`config.mk`:
```
export PLATFORM = sky130hd
export DESIGN_NAME = slab_gather_planner
export DESIGN_NICKNAME = d
export VERILOG_FILES = /design/src/hdl/sgp_pkg.sv /design/src/hdl/sgp_divider.sv /design/src/hdl/slab_gather_planner.sv
export SDC_FILE = /design/constraint.sdc
export NUM_CORES = 2
export LEC_CHECK = 0
export BUFFER_PORTS_ARGS = -buffer_cell sky130_fd_sc_hd__buf_4
export CAP_MARGIN = 5
export CORE_MARGIN = 1
export CORE_UTILIZATION = 57
export DETAILED_ROUTE_END_ITERATION = 8
export PLACE_DENSITY = 0.79
export SETUP_SLACK_MARGIN = 0.2
export SLEW_MARGIN = 30
export SYNTH_ARGS = -nofsm -noshare
export SYNTH_HDL_FRONTEND = slang
export SYNTH_SLANG_ARGS = --single-unit
```
`constraint.sdc`:
```
create_clock -name clk -period 5.4 [get_ports clk]
set_clock_uncertainty 0.1 [all_clocks]
set_input_delay 0.81 -clock clk [delete_from_list [all_inputs] [get_ports clk]]
set_output_delay 0.81 -clock clk [all_outputs]
set_load 0.005 [all_outputs]
```
`src/hdl/sgp_pkg.sv`:
```
// shared constants and types for the slab gather planner
package sgp_pkg;

  localparam int MAX_LIST_DEF  = 64;
  localparam int PAGE_BITS_DEF = 16;
  localparam int CFG_W         = 16;
  localparam int IDX_W         = 6;
  localparam logic [CFG_W-1:0] PPS_RESET = 16'd256;

  // divider request handed from the planner's sequencer to the divider
  typedef struct packed {
    logic             start;
    logic [CFG_W-1:0] dividend;
    logic [CFG_W-1:0] divisor;
  } div_req_t;

endpackage

```
`src/hdl/sgp_divider.sv`:
```
// restoring divider, one quotient bit per cycle
module sgp_divider (
  input  logic                        clk,
  input  logic                        rst_n,
  input  sgp_pkg::div_req_t           req,
  output logic                        done,
  output logic [sgp_pkg::CFG_W-1:0]   quot,
  output logic [sgp_pkg::CFG_W-1:0]   rem
);
  localparam int W = sgp_pkg::CFG_W;
  localparam int CW = $clog2(W + 1);

  logic [W-1:0]  q_r, d_r;
  logic [W:0]    r_r;
  logic [CW-1:0] cnt_r;
  logic          busy_r, done_r;
  logic [W:0]    trial;
  logic [W:0]    shifted;

  assign shifted = {r_r[W-1:0], q_r[W-1]};
  assign trial   = shifted - {1'b0, d_r};

  // iterate over quotient bits, msb first
  always_ff @(posedge clk) begin
    if (!rst_n) begin
      busy_r <= 1'b0;
      done_r <= 1'b0;
      cnt_r  <= '0;
    end else begin
      // done pulses for one cycle after the final quotient bit
      done_r <= busy_r && !req.start && (cnt_r == CW'(1));
      if (req.start) begin
        busy_r <= 1'b1;
        cnt_r  <= CW'(W);
        q_r    <= req.dividend;
        d_r    <= req.divisor;
        r_r    <= '0;
      end else if (busy_r) begin
        if (!trial[W]) begin
          r_r <= trial;
          q_r <= {q_r[W-2:0], 1'b1};
        end else begin
          r_r <= shifted;
          q_r <= {q_r[W-2:0], 1'b0};
        end
        cnt_r <= cnt_r - 1'b1;
        if (cnt_r == CW'(1)) begin
          busy_r <= 1'b0;
        end
      end
    end
  end

  assign done = done_r;
  assign quot = q_r;
  assign rem  = r_r[W-1:0];

endmodule

```
`src/hdl/slab_gather_planner.sv`:
```
// top level: page list store, in-memory insertion sort and result stream
//
// Pages load at one beat per cycle into a store of MAX_LIST entries. A beat
// with last set starts the plan: a stable insertion sort runs inside the
// store, one read-compare-write step at a time through its single read port.
// Each result then passes through a store read, a bit-serial divide for slab
// and row that is handed over to the output register, where it waits on
// out_ready; the next result is read only once the last one is taken. With a
// pages_per_slab of zero the divide is skipped. The input is not ready while a
// plan is being sorted or sent; it reopens once the last result beat is taken.
module slab_gather_planner #(
  parameter int MAX_LIST  = sgp_pkg::MAX_LIST_DEF,
  parameter int PAGE_BITS = sgp_pkg::PAGE_BITS_DEF
) (
  input  logic                        clk,
  input  logic                        rst_n,
  input  logic                        cfg_valid,
  output logic                        cfg_ready,
  input  logic [sgp_pkg::CFG_W-1:0]   cfg_data,
  input  logic                        in_valid,
  output logic                        in_ready,
  input  logic [15:0]                 in_page_id,
  input  logic                        in_last,
  output logic                        out_valid,
  input  logic                        out_ready,
  output logic [5:0]                  out_source_index,
  output logic [15:0]                 out_slab,
  output logic [15:0]                 out_row,
  output logic [5:0]                  out_position,
  output logic [5:0]                  out_group_base,
  output logic                        out_group_start,
  output logic                        out_overflow,
  output logic                        out_last_out
);
  localparam int AW = $clog2(MAX_LIST);
  localparam int CW = $clog2(MAX_LIST + 1);
  localparam int IW = sgp_pkg::IDX_W;
  localparam int W  = sgp_pkg::CFG_W;

  localparam logic [3:0] S_LOAD  = 4'd0;
  localparam logic [3:0] S_OUTER = 4'd1;
  localparam logic [3:0] S_KEYRD = 4'd2;
  localparam logic [3:0] S_KEY   = 4'd3;
  localparam logic [3:0] S_CMPRD = 4'd4;
  localparam logic [3:0] S_CMP   = 4'd5;
  localparam logic [3:0] S_EMRD  = 4'd6;
  localparam logic [3:0] S_EMDIV = 4'd7;
  localparam logic [3:0] S_EMWT  = 4'd8;
  localparam logic [3:0] S_SEND  = 4'd9;

  // page and index memory, one word per entry
  logic [PAGE_BITS-1:0] page_mem [MAX_LIST];
  logic [AW-1:0]        idx_mem  [MAX_LIST];
  logic [PAGE_BITS-1:0] rd_page_r;
  logic [AW-1:0]        rd_idx_r;
  logic                 we;
  logic [AW-1:0]        waddr, raddr;
  logic [PAGE_BITS-1:0] wpage;
  logic [AW-1:0]        widx;

  logic [3:0]           state_r;
  logic [W-1:0]         pps_r;
  logic [CW-1:0]        count_r;
  logic                 ovf_r;
  logic [CW-1:0]        i_r, j_r, k_r;
  logic [PAGE_BITS-1:0] key_r;
  logic [AW-1:0]        keyx_r;
  logic [W-1:0]         prev_slab_r;
  logic [CW-1:0]        base_r;
  logic [AW-1:0]        sidx_r;
  logic                 div_done;
  logic [W-1:0]         div_q, div_r;
  sgp_pkg::div_req_t    dreq;
  logic [W-1:0]         page16;
  logic                 start_grp;

  always_ff @(posedge clk) begin
    if (we) begin
      page_mem[waddr] <= wpage;
      idx_mem[waddr]  <= widx;
    end
    rd_page_r <= page_mem[raddr];
    rd_idx_r  <= idx_mem[raddr];
  end

  assign in_ready  = (state_r == S_LOAD);
  assign cfg_ready = 1'b1;

  // memory port control
  always_comb begin
    we    = 1'b0;
    waddr = count_r[AW-1:0];
    wpage = PAGE_BITS'(in_page_id);
    widx  = count_r[AW-1:0];
    raddr = '0;
    unique case (state_r)
      S_LOAD: we = in_valid && (count_r != CW'(MAX_LIST));
      S_KEYRD: raddr = i_r[AW-1:0];
      S_CMPRD: raddr = AW'(j_r - 1'b1);
      S_CMP: begin
        waddr = j_r[AW-1:0];
        if (j_r != '0 && rd_page_r > key_r) begin
          we = 1'b1; wpage = rd_page_r; widx = rd_idx_r;
        end else begin
          we = 1'b1; wpage = key_r; widx = keyx_r;
        end
      end
      S_EMRD: raddr = k_r[AW-1:0];
      default: ;
    endcase
  end

  assign page16 = W'(rd_page_r);
  assign dreq.start    = (state_r == S_EMDIV) && (pps_r != '0);
  assign dreq.dividend = page16;
  assign dreq.divisor  = pps_r;

  sgp_divider u_div (
    .clk(clk), .rst_n(rst_n), .req(dreq),
    .done(div_done), .quot(div_q), .rem(div_r)
  );

  // sequencer: load, sort, emit
  always_ff @(posedge clk) begin
    if (!rst_n) begin
      state_r   <= S_LOAD;
      pps_r     <= sgp_pkg::PPS_RESET;
      count_r   <= '0;
      ovf_r     <= 1'b0;
      out_valid <= 1'b0;
    end else begin
      if (cfg_valid) pps_r <= cfg_data;
      unique case (state_r)
        S_LOAD: if (in_valid) begin
          if (count_r != CW'(MAX_LIST)) count_r <= count_r + 1'b1;
          else ovf_r <= 1'b1;
          if (in_last) begin
            i_r     <= CW'(1);
            state_r <= S_OUTER;
          end
        end
        S_OUTER: begin
          if (i_r >= count_r) begin
            k_r     <= '0;
            state_r <= S_EMRD;
          end else state_r <= S_KEYRD;
        end
        S_KEYRD: state_r <= S_KEY;
        S_KEY: begin
          key_r   <= rd_page_r;
          keyx_r  <= rd_idx_r;
          j_r     <= i_r;
          state_r <= S_CMPRD;
        end
        S_CMPRD: state_r <= S_CMP;
        S_CMP: begin
          if (j_r != '0 && rd_page_r > key_r) begin
            j_r     <= j_r - 1'b1;
            state_r <= (j_r == CW'(1)) ? S_CMP : S_CMPRD;
          end else begin
            i_r     <= i_r + 1'b1;
            state_r <= S_OUTER;
          end
        end
        S_EMRD: state_r <= S_EMDIV;
        S_EMDIV: begin
          sidx_r  <= rd_idx_r;
          state_r <= (pps_r == '0) ? S_SEND : S_EMWT;
          if (pps_r == '0) begin
            out_slab  <= '1;
            out_row   <= page16;
          end
        end
        S_EMWT: if (div_done) begin
          out_slab <= div_q;
          out_row  <= div_r;
          state_r  <= S_SEND;
        end
        S_SEND: begin
          if (!out_valid) begin
            out_valid        <= 1'b1;
            out_source_index <= IW'(sidx_r);
            out_position     <= IW'(k_r);
            out_group_start  <= start_grp;
            out_group_base   <= start_grp ? IW'(k_r) : IW'(base_r);
            out_overflow     <= ovf_r;
            out_last_out     <= (k_r + 1'b1 == count_r);
            if (start_grp) base_r <= k_r;
            prev_slab_r      <= out_slab;
          end else if (out_ready) begin
            out_valid <= 1'b0;
            if (out_last_out) begin
              count_r <= '0;
              ovf_r   <= 1'b0;
              state_r <= S_LOAD;
            end else begin
              k_r     <= k_r + 1'b1;
              state_r <= S_EMRD;
            end
          end
        end
        default: state_r <= S_LOAD;
      endcase
    end
  end

  assign start_grp = (k_r == '0) || (out_slab != prev_slab_r);

  // checks on the sequencer
  a_no_out_in_load: assert property (@(posedge clk) disable iff (!rst_n)
    state_r == S_LOAD |-> !out_valid) else $error("result beat while loading");
  a_count_bound: assert property (@(posedge clk) disable iff (!rst_n)
    count_r <= CW'(MAX_LIST)) else $error("fill count beyond store");
  a_ready_load: assert property (@(posedge clk) disable iff (!rst_n)
    in_ready |-> state_r == S_LOAD) else $error("input ready outside loading");
  a_out_hold: assert property (@(posedge clk) disable iff (!rst_n)
    out_valid && !out_ready |=> out_valid) else $error("result beat dropped");

endmodule

```
# Word-level counts from Yosys, hierarchy flattened
# Memories as Yosys holds them, arrays and structs flattened. A register that Yosys moved wholly into a read port is not among the register bits.
# Index checks and enable logic that the tools add are counted.
# W data, S select, Z words.
# word_totals
regBits	208
mem_bits_rw	1408
in_bits	38
memories	2
# classes
add_sub_neg	6
order_cmp	2
eq_ne	27
mux	62
bitwise_logic	2
reduce_logical	32
# memory_table
name	depth	width	read_ports	rd_ports_with_merged_regs	wr	line	source
page_mem	64	16	1	1	1	slab_gather_planner.sv:52	logic [PAGE_BITS-1:0] page_mem [MAX_LIST];
idx_mem	64	6	1	1	1	slab_gather_planner.sv:53	logic [AW-1:0] idx_mem [MAX_LIST];
# ops
cell	count
$mux W16	10
$mux W7	13
$pmux W16 S2	2
$pmux W7 S2	4
$pmux W4 S10	1
$mux W6	4
$add A7 B1 Y7 const B	3
$mux W4	5
$ne A2 B2 Y1 const B	9
$pmux W6 S3	1
$reduce_and A6 Y1	3
$sub A17 B16 Y17	1
$eq A4 B3 Y1 const B	4
$gt A16 B16 Y1	1
$logic_not A16 Y1	1
$ne A16 B16 Y1	1
$reduce_bool A16 Y1	1
$mux W1	15
$reduce_bool A2 Y1	6
$mux W5	2
$reduce_and A5 Y1	2
$mux W3	3
$eq A4 B2 Y1 const B	2
$eq A4 B4 Y1 const B	2
21 further kinds	35

# Longest topological paths before layout
# depth
word_depth	5
depth_mapped	13

# Modules after synthesis
# From an unflattened synthesis, not the netlist that was laid out.
# hier_totals
cells_unflattened	5046
area_unflattened_um2	66563.8
# by_module_without_submodules
mod	instances	cells_per_inst	area_each_um2
slab_gather_planner	1	4762	63379.5
sgp_divider	1	284	3184.3

# Worst setup path after synthesis
# Ideal clock, no wire load.
# synth_timing
kind	register to register
startpoint	reg key_r[1]
endpoint	mem idx_mem[0][1] (netlist name), data pin
arrival_time_ns	4.884
t_required_ns	4.598
slack_ns	-0.286
stages_incl_launch_ff	12
period_less_slack_ns	5.686
cell_sequence	edfxtp_1 > inv_1 > ha_1 > nor2b_1 > o21a_1 > o21a_1 > o21ai_0 > a21oi_1 > o21ai_1 > clkbuf_1 > mux2i_1 > o21ai_0
# synth_between
elab_chain_len	4
# synth_rtl
element	line	source
start, declared	slab_gather_planner.sv:66	logic [PAGE_BITS-1:0] key_r;
start signal, assigned	slab_gather_planner.sv:150	key_r <= rd_page_r;
$gt A16 B16 Y1	slab_gather_planner.sv:102	if (j_r != '0 && rd_page_r > key_r) begin
$logic_and A1 B1 Y1	slab_gather_planner.sv:102	
$mux W6	slab_gather_planner.sv:102	
$mux W6	slab_gather_planner.sv:96	unique case (state_r)
net widx[1]	slab_gather_planner.sv:59	logic [AW-1:0] widx;
end, declared	slab_gather_planner.sv:53	
# The timed path passes the listed nets, and every way through them passes these cells.

# Worst setup path after layout
# layout_timing
startpoint	reg state_r[0]
endpoint	reg rd_idx_r[3] (read register of idx_mem)
# layout_between
elab_chain_len	2
# layout_rtl
element	line	source
start, declared	slab_gather_planner.sv:61	logic [3:0] state_r;
start signal, assigned	slab_gather_planner.sv:159	state_r <= (j_r == CW'(1)) ? S_CMP : S_CMPRD;
start signal, assigned	slab_gather_planner.sv:168	state_r <= (pps_r == '0) ? S_SEND : S_EMWT;
$eq A4 B3 Y1 / $eq A4 B2 Y1 (equally long branches)	slab_gather_planner.sv:96	
$pmux W6 S3 *	slab_gather_planner.sv:96	
end, declared	slab_gather_planner.sv:55	logic [AW-1:0] rd_idx_r;
# Every way passes the cells marked *; elsewhere a longest branch is shown, timed or not.
# A chain may end at the register's enable or synchronous reset.

==> results.txt <==
Max reg flops = 1024
PortBufs = 92
Synth Area in Compound Gates = 0.04578
Routed WL per cell = 28.00 um
Critical Path RT = 5970 ps
Die Height = 340.8 um
Fillers = 7388
Final WS setup = 790.8 ps
Max clock buf depth = 3
Min-Delay Endpoint = pps_r[8]
Mux contribution to synthesized area = 0.05048
Seq. cell area = 48610 um^2
Ys async rst share = 0
Worst-path clk slew = 60 ps
Period utilization = 0.8536
Max Slew Vio Count = 0
# clock sinks = 1638
Vias per cell = 6.487
Multi-input logic area = 16030 um^2
Xor and xnor area share after synthesis = 0.007763
Peak Freq = 217.0 MHz
Setup_tns = 0 ps
Overall power = 28.43 mW
Pwr/cell area = 382.4 nW/um^2
Area growth from synthesis to layout = 13.62%
First-pass detailed-route iteration total = 8
Initial Utilization = 0.5785
Final net count = 4854
Row Count = 123
Final WL = 179.3 mm
Final Hold Vio Count = 0
Core area = 113100 um^2
Mapped Nets = 4689
Outcome = finished, final reports clean
Top cells by count, synth = 1580 x edfxtp_1, 1097 x nand2_1, 393 x nand3_1
Yosys reg bits = 1638
Die area = 116200 um^2
CP max FO = 28
Setup WS pre-CTS = 925.4 ps
Largest regs = page_mem: 1024 flops, idx_mem: 384 flops
Critical path capture point type = register
Top cell type by total area after synthesis = edfxtp_1
Via count of the first global-routing pass = 39640
Synthesized cell area = 65440 um^2
Max-cap violations = 0
Number of DRC markers in iteration 0 = 6409
Layout cells sized above 1 = 0.1387
Primary FF master, synth = edfxtp_1
Synth top area cells = edfxtp_1 73%, nand2_1 6.3%, mux2i_1 3.3%
Peak VDD IR = 340.9 uV
Worst r2r path cells = 9
Clk Latency, worst-skew pair = 790 ps
Count leader, synth = edfxtp_1
Worst hold stages = 3
DP HPWL = 106.2 mm
Hold Buf Count CTS = 0
Top reg by flops = page_mem
P_leak = 26.09 nW
Share of the yosys chip area belonging to registers = 0.7428
Final cell count without fillers = 6403
Post-synthesis adder-cell area fraction = 0.009484
Rel. slew slack = 0.2936
DRC errors left = 0
Simple-gate area share of the yosys netlist = 0.1231
Initial antenna violation count = 7
Via Count = 41530
Synth warnings = 0
R2R setup slack = 790 ps
First-pass GRT wire length = 258.5 mm
Placed insts = 6105
Syn Inst Count = 4602
Syn_area_per_cell = 14.22 um^2
DIE WIDTH = 340.8 um
HP Class = in -> reg
Antenna-violating nets left = 0
Largest net degree at the start of global routing = 137
Setup bufs post-CTS = 0
Crit Reg-Reg Endpoint = rd_idx_r[3]
Post-route minimum period = 4609 ps
TritonCTS Buffers = 160
Root buffer cell = clkbuf_16
RR Startpoint = state_r[0]
H-tree depth = 4
Worst Path Arrival = 5180 ps
Final setup fails = 0
Gr ovfl total = 0
Total track usage = 0.3059
RSZ-0062 raised after global routing = no
Synth top area share = 0.7251
Synth cell types = 71
Post-synth EDFFs = 1580
Worst-margin pin slew = 1060 ps
PostCTS Resize Cnt = 0
Largest family of logic cells by synthesized area = simple AND/OR/NAND/NOR gates
I/O Pins = 94
Placer Congestion = 0.9934
Min-Delay Startpoint = cfg_data[8]
CTS tree = done
Critical path startpoint category = register
Cell area after layout = 74350 um^2
Crit path kind = reg -> reg
Dpl cell area = 69040 um^2
## cells by family after synthesis
family / after synthesis
AO/OA/AOI/OAI: 414
flip-flops: 1638
XOR/XNOR: 58
multiplexers: 277
adder cells (fa/ha/maj): 49
other: 1
AND/OR/NAND/NOR: 1853
buffers and inverters: 312
## critical path: stages (launching register included)
cell     delay, ps
dfxtp_1        560
nor3b_2        710
nor2b_1        400
o21ba_1        440
nor2_4         700
buf_4          480
a32oi_1        170
nand4_1        280
o32ai_1        250
or3_1          380
## cells in the final DEF (no fill, tap or decap), types with 23 or more instances in the layout
cell and count:
a21oi_1 79, a32oi_1 139, buf_12 29, buf_4 233, clkbuf_1 35, clkbuf_16 161, clkinv_1 30, dfxtp_1 58
edfxtp_1 1580, ha_1 48, inv_1 53, mux2_2 24, mux2i_1 213, mux4_2 40, nand2_1 1095, nand3_1 393
nand4_1 71, nor2_1 72, nor2_2 67, nor2b_1 27, o21ai_0 28, o21ai_4 23, o22ai_1 33, or3_1 30
xnor2_1 34, xor2_1 23
## how the worst max path moves through the flow
stage / end / startpoint / cells past startpoint
6_report: rd_idx_r[3] / state_r[0] / 9
5_1_grt: rd_idx_r[3] / state_r[0] / 9
4_1_cts: rd_idx_r[3] / state_r[0] / 9
3_5_place_dp: rd_idx_r[3] / state_r[0] / 9
3_3_place_gp: rd_idx_r[3] / state_r[0] / 9
2_1_floorplan: idx_mem[0][0] / key_r[1] / 10
## per-stage QoR
stage,hold slack (ps),utilization
after floorplan,300.3,-
after CTS,126.5,0.6572
after global placement,303.4,0.6102
after detailed placement,304.5,0.6104
final,154.8,0.6573
after global routing,166.6,0.6572
## layer usage
metal / track usage / up-vias / wire (um)
li1: - / 17580 / -
met1: 0.4006 / 20200 / 62740
met2: 0.4643 / 3220 / 80990
met3: 0.07604 / 537 / 23730
met4: 0.1872 / 0 / 11840
met5: 0 / - / 0
## cell type report
type / instances / share of cell area
Timing Repair Buffer: 262 / 0.03134
Sequential cell: 1638 / 0.6538
Clock inverter: 99 / 0.01511
Clock buffer: 197 / 0.05614
Tap cell: 1500 / 0.02524
Antenna cell: 2 / 0.00006732
Inverter: 53 / 0.002676
Multi-Input combinational cell: 2652 / 0.2157
## report_power, final
part	internal, mW	switching, mW	leakage (nW)
logic	0.814	1.89	8.80
clock network	6.43	4.86	2.56
registers	14.1	0.292	14.7
total	21.4	7.04	26.1
(Power assumes the default switching activity.)
